File: src/rtl/dwsr_pkg.sv
// Shared constants, types and codes for the deque with search and remove.
package dwsr_pkg;

  localparam int DEPTH       = 16;
  localparam int VALUE_WIDTH = 32;
  localparam int ADDR_W      = $clog2(DEPTH);
  localparam int CNT_W       = $clog2(DEPTH + 1);
  localparam int ACT_W       = 3;
  localparam int STAT_W      = 2;

  typedef logic signed [VALUE_WIDTH-1:0] value_t;
  typedef logic [ADDR_W-1:0]             addr_t;
  typedef logic [CNT_W-1:0]              cnt_t;

  typedef enum logic [ACT_W-1:0] {
    ACT_PUSH_FRONT = 3'd0,
    ACT_PUSH_BACK  = 3'd1,
    ACT_POP_FRONT  = 3'd2,
    ACT_POP_BACK   = 3'd3,
    ACT_CONTAINS   = 3'd4,
    ACT_REMOVE     = 3'd5
  } action_t;

  typedef enum logic [STAT_W-1:0] {
    STAT_DONE  = 2'd0,
    STAT_FULL  = 2'd1,
    STAT_EMPTY = 2'd2
  } status_t;

  typedef enum logic [2:0] {
    S_IDLE,
    S_SCAN,
    S_SHIFT,
    S_READ,
    S_DONE
  } state_t;

endpackage

File: src/rtl/dwsr_if.sv
// Valid/ready channel interfaces for the request and result beats.
interface dwsr_in_if;
  logic                      valid;
  logic                      ready;
  logic [dwsr_pkg::ACT_W-1:0] action;
  dwsr_pkg::value_t          value;

  modport source (output valid, output action, output value, input ready);
  modport sink   (input valid, input action, input value, output ready);
endinterface

interface dwsr_out_if;
  logic                        valid;
  logic                        ready;
  logic [dwsr_pkg::STAT_W-1:0] status;
  logic                        found;
  dwsr_pkg::cnt_t              count;
  logic                        empty_res;
  dwsr_pkg::value_t            front_value;
  dwsr_pkg::value_t            back_value;

  modport source (output valid, output status, output found, output count,
                  output empty_res, output front_value, output back_value,
                  input ready);
  modport sink   (input valid, input status, input found, input count,
                  input empty_res, input front_value, input back_value,
                  output ready);
endinterface

File: src/rtl/deque_with_search_and_remove_unit.sv
// Deque top level: element memory, search and remove sequencer, result register.
//
//  channel | dir | handshake    | payload
//  in_ch   | in  | valid/ready  | action[2:0], value[31:0]
//  out_ch  | out | valid/ready  | status, found, count, empty_res, front_value, back_value
//
//  Push and pop go from accept to result through update, read ends, load.
//  Contains scans with one memory read issued per cycle, compare next.
//  Remove then shifts later elements down one place.
//  Memory port A serves scan, shift and the front read; port B reads the back.
//  Reset clears head, count and control; the element memory needs no clearing.
//  A new beat is taken whenever the sequencer is idle, even while a result waits.
module deque_with_search_and_remove_unit (
  input  logic        clk,
  input  logic        rst_n,
  dwsr_in_if.sink     in_ch,
  dwsr_out_if.source  out_ch
);

  localparam int SUM_W = dwsr_pkg::CNT_W + 1;

  function automatic dwsr_pkg::addr_t slot(input dwsr_pkg::addr_t head,
                                           input dwsr_pkg::cnt_t ofs);
    logic [SUM_W-1:0] sum;
    sum = SUM_W'(head) + SUM_W'(ofs);
    if (sum >= SUM_W'(dwsr_pkg::DEPTH)) begin
      sum = sum - SUM_W'(dwsr_pkg::DEPTH);
    end
    return sum[dwsr_pkg::ADDR_W-1:0];
  endfunction

  dwsr_pkg::value_t mem [dwsr_pkg::DEPTH];
  dwsr_pkg::value_t rd_a_r;
  dwsr_pkg::value_t rd_b_r;

  dwsr_pkg::state_t  state_r, state_nxt;
  dwsr_pkg::addr_t   head_r, head_nxt;
  dwsr_pkg::cnt_t    cnt_r, cnt_nxt;
  dwsr_pkg::cnt_t    idx_r, idx_nxt;
  dwsr_pkg::cnt_t    pidx_r, pidx_nxt;
  logic              pend_r, pend_nxt;
  logic [dwsr_pkg::ACT_W-1:0] act_r, act_nxt;
  dwsr_pkg::value_t  val_r, val_nxt;
  dwsr_pkg::status_t stat_r, stat_nxt;
  logic              found_r, found_nxt;

  logic              out_valid_r, out_valid_nxt;
  logic [dwsr_pkg::STAT_W-1:0] out_status_r;
  logic              out_found_r;
  dwsr_pkg::cnt_t    out_count_r;
  logic              out_empty_r;
  dwsr_pkg::value_t  out_front_r;
  dwsr_pkg::value_t  out_back_r;

  logic              accept;
  logic              full;
  logic              is_empty;
  logic              more;
  logic              hit;
  logic              load;
  logic              re;
  logic              we;
  dwsr_pkg::addr_t   ra_a;
  dwsr_pkg::addr_t   ra_b;
  dwsr_pkg::addr_t   wa;
  dwsr_pkg::value_t  wd;
  dwsr_pkg::addr_t   head_dec;
  dwsr_pkg::cnt_t    back_ofs;

  assign accept   = in_ch.valid && in_ch.ready;
  assign full     = cnt_r >= dwsr_pkg::CNT_W'(dwsr_pkg::DEPTH);
  assign is_empty = cnt_r == '0;
  assign more     = idx_r < cnt_r;
  assign hit      = pend_r && (rd_a_r == val_r);
  assign load     = (state_r == dwsr_pkg::S_DONE) && (!out_valid_r || out_ch.ready);
  assign head_dec = (head_r == '0) ? dwsr_pkg::ADDR_W'(dwsr_pkg::DEPTH - 1)
                                   : head_r - dwsr_pkg::ADDR_W'(1);
  assign back_ofs = is_empty ? '0 : cnt_r - dwsr_pkg::CNT_W'(1);

  // next state
  always_comb begin
    state_nxt = state_r;
    case (state_r)
      dwsr_pkg::S_IDLE: begin
        if (accept) begin
          if ((in_ch.action == dwsr_pkg::ACT_CONTAINS ||
               in_ch.action == dwsr_pkg::ACT_REMOVE) && !is_empty) begin
            state_nxt = dwsr_pkg::S_SCAN;
          end else begin
            state_nxt = dwsr_pkg::S_READ;
          end
        end
      end
      dwsr_pkg::S_SCAN: begin
        if (hit) begin
          state_nxt = (act_r == dwsr_pkg::ACT_REMOVE) ? dwsr_pkg::S_SHIFT
                                                       : dwsr_pkg::S_READ;
        end else if (!more) begin
          state_nxt = dwsr_pkg::S_READ;
        end
      end
      dwsr_pkg::S_SHIFT: begin
        if (!more) begin
          state_nxt = dwsr_pkg::S_READ;
        end
      end
      dwsr_pkg::S_READ: state_nxt = dwsr_pkg::S_DONE;
      dwsr_pkg::S_DONE: begin
        if (load) begin
          state_nxt = dwsr_pkg::S_IDLE;
        end
      end
      default: state_nxt = dwsr_pkg::S_IDLE;
    endcase
  end

  // memory controls and ready
  always_comb begin
    re   = 1'b0;
    we   = 1'b0;
    ra_a = slot(head_r, idx_r);
    ra_b = slot(head_r, back_ofs);
    wa   = slot(head_r, pidx_r - dwsr_pkg::CNT_W'(1));
    wd   = rd_a_r;
    case (state_r)
      dwsr_pkg::S_IDLE: begin
        wd = in_ch.value;
        if (accept && !full) begin
          if (in_ch.action == dwsr_pkg::ACT_PUSH_FRONT) begin
            we = 1'b1;
            wa = head_dec;
          end else if (in_ch.action == dwsr_pkg::ACT_PUSH_BACK) begin
            we = 1'b1;
            wa = slot(head_r, cnt_r);
          end
        end
      end
      dwsr_pkg::S_SCAN: re = more;
      dwsr_pkg::S_SHIFT: begin
        re = more;
        we = pend_r;
      end
      dwsr_pkg::S_READ: begin
        re   = 1'b1;
        ra_a = head_r;
      end
      default: ;
    endcase
  end

  assign in_ch.ready = state_r == dwsr_pkg::S_IDLE;

  // datapath next values
  always_comb begin
    head_nxt      = head_r;
    cnt_nxt       = cnt_r;
    idx_nxt       = idx_r;
    pidx_nxt      = pidx_r;
    pend_nxt      = 1'b0;
    act_nxt       = act_r;
    val_nxt       = val_r;
    stat_nxt      = stat_r;
    found_nxt     = found_r;
    out_valid_nxt = out_valid_r && !out_ch.ready;
    case (state_r)
      dwsr_pkg::S_IDLE: begin
        if (accept) begin
          act_nxt   = in_ch.action;
          val_nxt   = in_ch.value;
          stat_nxt  = dwsr_pkg::STAT_DONE;
          found_nxt = 1'b0;
          idx_nxt   = '0;
          case (in_ch.action)
            dwsr_pkg::ACT_PUSH_FRONT: begin
              if (full) begin
                stat_nxt = dwsr_pkg::STAT_FULL;
              end else begin
                head_nxt = head_dec;
                cnt_nxt  = cnt_r + dwsr_pkg::CNT_W'(1);
              end
            end
            dwsr_pkg::ACT_PUSH_BACK: begin
              if (full) begin
                stat_nxt = dwsr_pkg::STAT_FULL;
              end else begin
                cnt_nxt = cnt_r + dwsr_pkg::CNT_W'(1);
              end
            end
            dwsr_pkg::ACT_POP_FRONT: begin
              if (is_empty) begin
                stat_nxt = dwsr_pkg::STAT_EMPTY;
              end else begin
                head_nxt = slot(head_r, dwsr_pkg::CNT_W'(1));
                cnt_nxt  = cnt_r - dwsr_pkg::CNT_W'(1);
              end
            end
            dwsr_pkg::ACT_POP_BACK: begin
              if (is_empty) begin
                stat_nxt = dwsr_pkg::STAT_EMPTY;
              end else begin
                cnt_nxt = cnt_r - dwsr_pkg::CNT_W'(1);
              end
            end
            default: ;
          endcase
        end
      end
      dwsr_pkg::S_SCAN: begin
        if (hit) begin
          found_nxt = 1'b1;
          idx_nxt   = pidx_r + dwsr_pkg::CNT_W'(1);
        end else if (more) begin
          pend_nxt = 1'b1;
          pidx_nxt = idx_r;
          idx_nxt  = idx_r + dwsr_pkg::CNT_W'(1);
        end
      end
      dwsr_pkg::S_SHIFT: begin
        if (more) begin
          pend_nxt = 1'b1;
          pidx_nxt = idx_r;
          idx_nxt  = idx_r + dwsr_pkg::CNT_W'(1);
        end else begin
          cnt_nxt = cnt_r - dwsr_pkg::CNT_W'(1);
        end
      end
      dwsr_pkg::S_DONE: begin
        if (load) begin
          out_valid_nxt = 1'b1;
        end
      end
      default: ;
    endcase
  end

  always_ff @(posedge clk) begin
    if (we) begin
      mem[wa] <= wd;
    end
    if (re) begin
      rd_a_r <= mem[ra_a];
      rd_b_r <= mem[ra_b];
    end
  end

  always_ff @(posedge clk) begin
    if (!rst_n) begin
      state_r     <= dwsr_pkg::S_IDLE;
      head_r      <= '0;
      cnt_r       <= '0;
      pend_r      <= 1'b0;
      out_valid_r <= 1'b0;
    end else begin
      state_r     <= state_nxt;
      head_r      <= head_nxt;
      cnt_r       <= cnt_nxt;
      pend_r      <= pend_nxt;
      out_valid_r <= out_valid_nxt;
    end
  end

  always_ff @(posedge clk) begin
    idx_r   <= idx_nxt;
    pidx_r  <= pidx_nxt;
    act_r   <= act_nxt;
    val_r   <= val_nxt;
    stat_r  <= stat_nxt;
    found_r <= found_nxt;
    if (load) begin
      out_status_r <= stat_r;
      out_found_r  <= found_r;
      out_count_r  <= cnt_r;
      out_empty_r  <= is_empty;
      out_front_r  <= is_empty ? '0 : rd_a_r;
      out_back_r   <= is_empty ? '0 : rd_b_r;
    end
  end

  assign out_ch.valid       = out_valid_r;
  assign out_ch.status      = out_status_r;
  assign out_ch.found       = out_found_r;
  assign out_ch.count       = out_count_r;
  assign out_ch.empty_res   = out_empty_r;
  assign out_ch.front_value = out_front_r;
  assign out_ch.back_value  = out_back_r;

endmodule

File: src/flat_wrapper.sv
// flat-port wrapper written by rule: the top's interface ports become plain ports
module deque_with_search_and_remove_unit_flat 
  (clk, rst_n, in_ch_valid, in_ch_action, in_ch_value, in_ch_ready, out_ch_valid, out_ch_status, out_ch_found, out_ch_count, out_ch_empty_res, out_ch_front_value, out_ch_back_value, out_ch_ready);
  dwsr_in_if in_ch_i ();
  dwsr_out_if out_ch_i ();
  input  logic clk;
  input  logic rst_n;
  input wire logic [$bits(in_ch_i.valid)-1:0] in_ch_valid;
  input wire logic [$bits(in_ch_i.action)-1:0] in_ch_action;
  input wire logic [$bits(in_ch_i.value)-1:0] in_ch_value;
  output wire logic [$bits(in_ch_i.ready)-1:0] in_ch_ready;
  output wire logic [$bits(out_ch_i.valid)-1:0] out_ch_valid;
  output wire logic [$bits(out_ch_i.status)-1:0] out_ch_status;
  output wire logic [$bits(out_ch_i.found)-1:0] out_ch_found;
  output wire logic [$bits(out_ch_i.count)-1:0] out_ch_count;
  output wire logic [$bits(out_ch_i.empty_res)-1:0] out_ch_empty_res;
  output wire logic [$bits(out_ch_i.front_value)-1:0] out_ch_front_value;
  output wire logic [$bits(out_ch_i.back_value)-1:0] out_ch_back_value;
  input wire logic [$bits(out_ch_i.ready)-1:0] out_ch_ready;
  assign in_ch_i.valid = in_ch_valid;
  assign in_ch_i.action = in_ch_action;
  assign in_ch_i.value = in_ch_value;
  assign in_ch_ready = in_ch_i.ready;
  assign out_ch_valid = out_ch_i.valid;
  assign out_ch_status = out_ch_i.status;
  assign out_ch_found = out_ch_i.found;
  assign out_ch_count = out_ch_i.count;
  assign out_ch_empty_res = out_ch_i.empty_res;
  assign out_ch_front_value = out_ch_i.front_value;
  assign out_ch_back_value = out_ch_i.back_value;
  assign out_ch_i.ready = out_ch_ready;
  deque_with_search_and_remove_unit u_core (.clk(clk), .rst_n(rst_n), .in_ch(in_ch_i), .out_ch(out_ch_i));
endmodule
File: config.mk
export PLATFORM = sky130hd
export DESIGN_NAME = deque_with_search_and_remove_unit_flat
export DESIGN_NICKNAME = d
export VERILOG_FILES = /design/src/rtl/dwsr_pkg.sv /design/src/rtl/dwsr_if.sv /design/src/rtl/deque_with_search_and_remove_unit.sv /design/src/flat_wrapper.sv
export SDC_FILE = /design/constraint.sdc
export NUM_CORES = 1
export LEC_CHECK = 0
export BUFFER_PORTS_ARGS = -buffer_cell sky130_fd_sc_hd__buf_2
export CAP_MARGIN = 20
export CORE_ASPECT_RATIO = 0.7
export CORE_MARGIN = 10
export CORE_UTILIZATION = 56
export CTS_CLUSTER_SIZE = 8
export DETAILED_ROUTE_END_ITERATION = 8
export PLACE_DENSITY = 0.74
export SYNTH_ARGS = -nofsm -noshare
export SYNTH_HDL_FRONTEND = slang
export SYNTH_SLANG_ARGS = --single-unit
File: constraint.sdc
create_clock -name clk -period 5.6 [get_ports clk]
set_clock_uncertainty 0.1 [all_clocks]
set_input_delay 1.12 -clock clk [delete_from_list [all_inputs] [get_ports clk]]
set_output_delay 1.12 -clock clk [all_outputs]
set_load 0.02 [all_outputs]
After elaboration in Yosys (flattened, before gate mapping)
Memories as Yosys holds them, arrays and structs flattened. A register that Yosys moved wholly into a read port is not among the register bits.
Index checks and enable logic that the tools add are counted.

operators by class
  $lt $le $gt $ge = 7
  reductions and logical operators = 31
  muxes and demuxes = 54
  equality and inequality tests = 21
  add/sub/neg operators = 16

operator list
  operator                                                           number
  2-to-1 mux 4 bit                                                   13
  2-to-1 mux 5 bit                                                   10
  == test 32 bit                                                     1
  2-to-1 mux 32 bit                                                  1
  one-hot mux 5 bit (2 select lines)                                 3
  adder 4 x 5 -> 6 bit                                               4
  greater-or-equal comparator 6 x 5 -> 1 bit, second input constant  4
  subtractor 4 x 1 -> 4 bit, second input constant                   6
  adder 5 x 1 -> 5 bit, second input constant                        3
  one-hot mux 3 bit (5 select lines)                                 1
  one-hot mux 5 bit (3 select lines)                                 1
  2-to-1 mux 1 bit                                                   13
  == test 3 x 2 -> 1 bit, second input constant                      4
  == test 3 bit, second input constant                               4
  2-to-1 mux 3 bit                                                   4
  greater-or-equal comparator 5 bit, second input constant           2
  != test 2 bit, second input constant                               5
  subtractor 5 x 1 -> 5 bit, second input constant                   2
  != test 3 bit, second input constant                               3
  one-hot mux 1 bit (2 select lines)                                 4
  one-hot mux 4 bit (2 select lines)                                 1
  AND reduction 2 bit                                                4
  nonzero test 2 bit                                                 4
  == test 3 x 1 -> 1 bit, second input constant                      2
  other kinds (16)                                                   30

storage, ports and cells
  bits of input ports = 39
  bits in writable memories = 512
  memories = 1
  register bits after elaboration = 135
  output and inout port bits = 75

memories
  name        depth  bits a word  read ports  clocked after Yosys merged registers in  wr ports  line                                     RTL
  u_core.mem  16     32           2           2                                        1         deque_with_search_and_remove_unit.sv:32  dwsr_pkg::value_t mem [dwsr_pkg::DEPTH];

Depth between registers and ports, before layout
  depth after elaboration = 8
  depth in mapped cells = 13
  depth with buffers taken out = 11

Worst setup path before layout
OpenSTA, ideal clock, no wires.

  kind = input -> register
  start = input in_ch_valid
  end = memory u_core.mem[0][0] (netlist bit) (enable)
  buffers on the path = 0
  path slack = 0.358 ns
  data arrival time = 4.681 ns
  cell stages on the path = 4
  required time = 5.039 ns
  path through = or4b_4 -> or4_4 -> mux2_2 -> nor3_1

between the ends
  word-level cells in the longest chain between the ends = 6
  elaborated cells on any way between the ends = 8
  classes of those cells = mux (6); reduce/logical (2)

ends and longest elaborated chain
  what                                    line                                      RTL
  start: declaration                      flat_wrapper.sv:8                         input wire logic [$bits(in_ch_i.valid)-1:0] in_ch_valid;
  logical AND 1 bit (*)                   deque_with_search_and_remove_unit.sv:70   assign accept = in_ch.valid && in_ch.ready;
  logical AND 1 bit (*)                   deque_with_search_and_remove_unit.sv:128  if (accept && !full) begin
  2-to-1 mux 1 bit                        deque_with_search_and_remove_unit.sv:128
  one-hot mux 1 bit (2 select lines)      deque_with_search_and_remove_unit.sv:125  case (state_r)
  2-to-1 mux 1 bit                        deque_with_search_and_remove_unit.sv:237  if (we) begin
  2-to-1 mux 1 bit (implied by the code)  deque_with_search_and_remove_unit.sv:238  mem[wa] <= wd;
  end: declaration                        deque_with_search_and_remove_unit.sv:32

Mark *: on every way between the ends. The rest lies on a longest branch, timed or not.

Worst setup path in the final report
  start = register u_core.cnt_r[1]
  end = register u_core.rd_b_r[7], read port of u_core.mem (data pin)

between the ends
  word-level cells in the longest chain between the ends = 5
  elaborated cells on any way between the ends = 9
  classes of those cells = add/sub (3); order compare (2); mux (3); reduce/logical (1)

ends and longest elaborated chain
  what                                                                                            line                                                                              RTL
  start: declaration                                                                              deque_with_search_and_remove_unit.sv:38                                           dwsr_pkg::cnt_t cnt_r, cnt_nxt;
  start signal: assignment                                                                        deque_with_search_and_remove_unit.sv:256                                          cnt_r <= cnt_nxt;
  subtractor 5 x 1 -> 5 bit / zero test 5 bit (equally long branches)                             deque_with_search_and_remove_unit.sv:78, deque_with_search_and_remove_unit.sv:72
  2-to-1 mux 5 bit                                                                                deque_with_search_and_remove_unit.sv:78                                           assign back_ofs = is_empty ? '0 : cnt_r - dwsr_pkg::CNT_W'(1);
  adder 4 x 5 -> 6 bit                                                                            deque_with_search_and_remove_unit.sv:25                                           sum = SUM_W'(head) + SUM_W'(ofs);
  greater-or-equal comparator 6 x 5 -> 1 bit / subtractor 4 x 1 -> 4 bit (equally long branches)  deque_with_search_and_remove_unit.sv:26, deque_with_search_and_remove_unit.sv:27
  2-to-1 mux 4 bit                                                                                deque_with_search_and_remove_unit.sv:26                                           if (sum >= SUM_W'(dwsr_pkg::DEPTH)) begin
  end: declaration                                                                                deque_with_search_and_remove_unit.sv:34                                           dwsr_pkg::value_t rd_b_r;

Parallel ways exist; a longest one is shown, timed or not.
A chain may end at the register's enable or synchronous reset.

==> flow_summary.toml <==
[run_status]
outcome = "completed"

[floorplan]
die_h_um = 222
die_w_um = 308
die_area_mm2 = 0.0682
start_util_pct = 56.9
io_pins = 114
core_mm2 = 0.0571
fp-row-count = 73

[power]
switching_share_pct = 36.5
p_clk_share_pct = 20.5
pwr_density_cell_mw_per_mm2 = 700
total_power_uw = 25800
pwr-share-seq_pct = 31.1
power_frac_comb_pct = 48.4
p_sw_uw = 9420
ir_drop_mv = 0.637
p_leak_uw = 0.0122
intPower_uw = 16400

[place]
dpl_cell_area_mm2 = 0.0341
place_congestion = 0.823
dp.cells = 2697
hpwl_um = 48500
port_buffers = 113

[route]
drt_iter0_drc = 2412
drc_errors = 0
firstDrtPassIters = 6
vias = 19343
ant_nets = 0
vias_per_cell = 6.85
routedWlPerCell_um = 30.7
wl_um = 86600

[setup_path]
cp_slowest_cell = "fa_4"
critPathLaunchType = "flip-flop"
worstPathCellList = "inv_1 > ha_1 > nor4b_4 > nor2_1 > ha_4 > inv_1 > fa_4 > buf_4 > mux4_2 > mux4_2"
required_ps = 5880
crit_fanout = 25
crit_path_max_incr_delay_ps = 1130
worst_ep_arrival_time_ps = 4570
end_kind = "flip-flop"
ff2ff_path_depth = 10
path_class = "reg2reg"

[sta]
max_clock_freq_mhz = 233
setup_tns_ps = 0
period_share_pct = 76.6
tightest_slew_ps = 1150
max_slew_margin_pct = 23.1
finalHoldViolations = 0
fin_crit_ps = 4290
drv_slew = 0
finalSetupViolations = 0
rsz0062_at_grt = "false"

[finish]
stdcell_count = 2823
fin_nets = 2117
syn2layout_area_growth_pct = 13.4
post-route-util_pct = 64.6
drive_above_1_share_pct = 26.3
design_area_mm2 = 0.0369

[logic_synthesis]
synth.distinct_cells = 66
synth-main-ff-cell = "edfxtp_1"
synth_compound_area_share_pct = 5.17
synth_top_family_by_area = "multiplexers"
synth_edf_count = 697
async_flop_share_pct = 0
seq_area_frac_synth_pct = 65.3
yosys.area_share.simple_pct = 5.20
synth.avg_cell_area_um2 = 17.1
synthMuxAreaShare_pct = 19.6
postSynthCellCount = 1902
synth_fa_ha_area_share_pct = 1.24
synth_seq_cells = 711
syn_nets = 1970
yosys_warnings = 0
synth_xor_area_share_pct = 1.40
syn_area_mm2 = 0.0325

[clock_network]
clk_latency_ps = 650
htreeDepth = 3
clk_pin_slew_ps = 50
cts_buffers = 98
ctsHoldBuffers = 0
post_cts_buffers = 0
cts_sinks = 711
cts_buffer_depth = 3
cts_root_buf = "clkbuf_16"
cts_resized = 0
tritoncts = "built"

[global_route]
grt_pass1_vias = 19568
grt_use_met3_pct = 6.01
grtUsageTotal_pct = 25.2
grt_overflow = 0
met2_usage_pct = 38.0
antenna_found_initial = 1
grt_start_max_net_pins = 74
grt_util_met1_pct = 35.9
grt_pass1_wl_um = 128000
grt.busiest_layer = "met2"

[worst_hold_path]
hold_depth = 0
worstHoldPathType = "reg2reg"

[job]
drv_cap = 0
==> per-layer routing <==
metal | part of all wire [%] | vias up
met5 | 0 | -
met4 | 2.7 | 0
met3 | 11 | 164
met2 | 46 | 1287
met1 | 41 | 9870
li1 | - | 8022
==> cell usage after synthesis, drive strengths merged, types with 2 or more instances <==
cell	n	area [um^2]
inv	23	86.3
clkbuf	67	251
dfxtp	14	280
nand2	159	597
nor2b	65	407
nand3b	2	15.0
or4b	2	23.8
a211oi	5	42.5
a31oi	3	25.0
or2	5	31.3
a21o	5	37.5
mux2	68	769
nand2b	16	100
o22ai	5	31.3
a32o	65	651
mux4	160	3600
a22o	2	17.5
o31ai	4	30.0
nand3	10	50.1
a221oi	64	561
o21ai	18	93.8
nand4	15	93.8
xor2	11	96.3
nor4	6	52.6
edfxtp	697	20900
o2111ai	4	35.0
fa	4	80.1
nor2	33	141
mux2i	198	2000
nor3b	4	30.0
buf	54	347
xnor2	40	358
nor3	17	85.1
ha	25	313
a21oi	18	90.1
==> critical path: cells and delay by family (launching register included) <==
family                   cells  cell delay [ps]
multiplexers                 2              870
flip-flops                   1              530
adder cells (fa/ha/maj)      3             1490
AND/OR/NAND/NOR              2              330
buffers and inverters        3              670
==> stage by stage <==
| step | hold WS [ps] | setup slack [ps] |
|---|---|---|
| finish | 319 | 1310 |
| global route | 337 | 1130 |
| detailed placement | 310 | 1360 |
| CTS | 323 | 1320 |
| global placement | 304 | 1420 |
| floorplan | 300 | 358 |
==> flip-flops by register name (all words and copies together), names as in the netlist <==
register and count:
u_core.act_r 3, u_core.cnt_r 5, u_core.found_r 1, u_core.head_r 4
u_core.idx_r 5, u_core.mem 512, u_core.out_ch.back_value 32, u_core.out_ch.count 5
u_core.out_ch.empty_res 1, u_core.out_ch.found 1, u_core.out_ch.front_value 32, u_core.out_ch.status 2
u_core.out_ch.valid 1, u_core.pend_r 1, u_core.pidx_r 5, u_core.rd_a_r 32
u_core.rd_b_r 32, u_core.stat_r 2, u_core.state_r 3, u_core.val_r 32
==> layout make-up <==
type	instances	area [um^2]
Antenna cell	1	2.50
Sequential cell	711	21200
Fill cell	3828	20200
Tap cell	750	938
Inverter	23	86.3
Multi-Input combinational cell	1047	10800
Timing Repair Buffer	168	1160
Clock buffer	119	2590
Clock inverter	4	61.3
==> power by group through the flow <==
| stage | registers [uW] | logic (uW) | clock network (uW) |
|---|---|---|---|
| after floorplan | 7950 | 8970 | 0 |
| after global routing | 8070 | 13200 | 5590 |
| final | 8030 | 12500 | 5290 |
| after CTS | 8020 | 12400 | 5340 |
| after global placement | 8100 | 12100 | 0 |
| after detailed placement | 8110 | 12300 | 0 |
==> placed cells by master (no fill, tap or decap), types with 13 or more instances in the layout <==
cell type / instances
edfxtp_1: 697
mux2i_1: 196
mux4_2: 160
nand2_1: 159
buf_2: 113
clkbuf_16: 101
mux2_2: 65
a32o_1: 65
a221oi_1: 64
nor2b_1: 64
buf_4: 41
xnor2_1: 38
ha_1: 24
inv_1: 22
nor2_1: 20
a21oi_1: 18
clkbuf_1: 18
o21ai_0: 16
nand2b_1: 16
nand4_1: 15
dfxtp_1: 14
nor2_4: 13
buf_12: 13
==> cell families after synthesis <==
group	Yosys count
AOI/OAI and AO/OA	200
xor gates and xnor gates	51
adders and majority gates	30
buffers and inverters	144
DFF	711
muxes	426
and+or+nand+nor	340
==> path summary, 6_finish.rpt <==
path                                              startpoint                                 to  slack [ps]
worst max-delay path            u_core.cnt_r[1]$_SDFFE_PN0P_         u_core.rd_b_r[7]$_DFFE_PP_        1310
worst min-delay path              u_core.stat_r[1]$_DFFE_PP_  u_core.out_ch.status[1]$_DFFE_PP_         320
worst max register to register  u_core.cnt_r[1]$_SDFFE_PN0P_         u_core.rd_b_r[7]$_DFFE_PP_        1310
worst min register to register    u_core.stat_r[1]$_DFFE_PP_  u_core.out_ch.status[1]$_DFFE_PP_         320
Power figures use the tool's default switching activity.
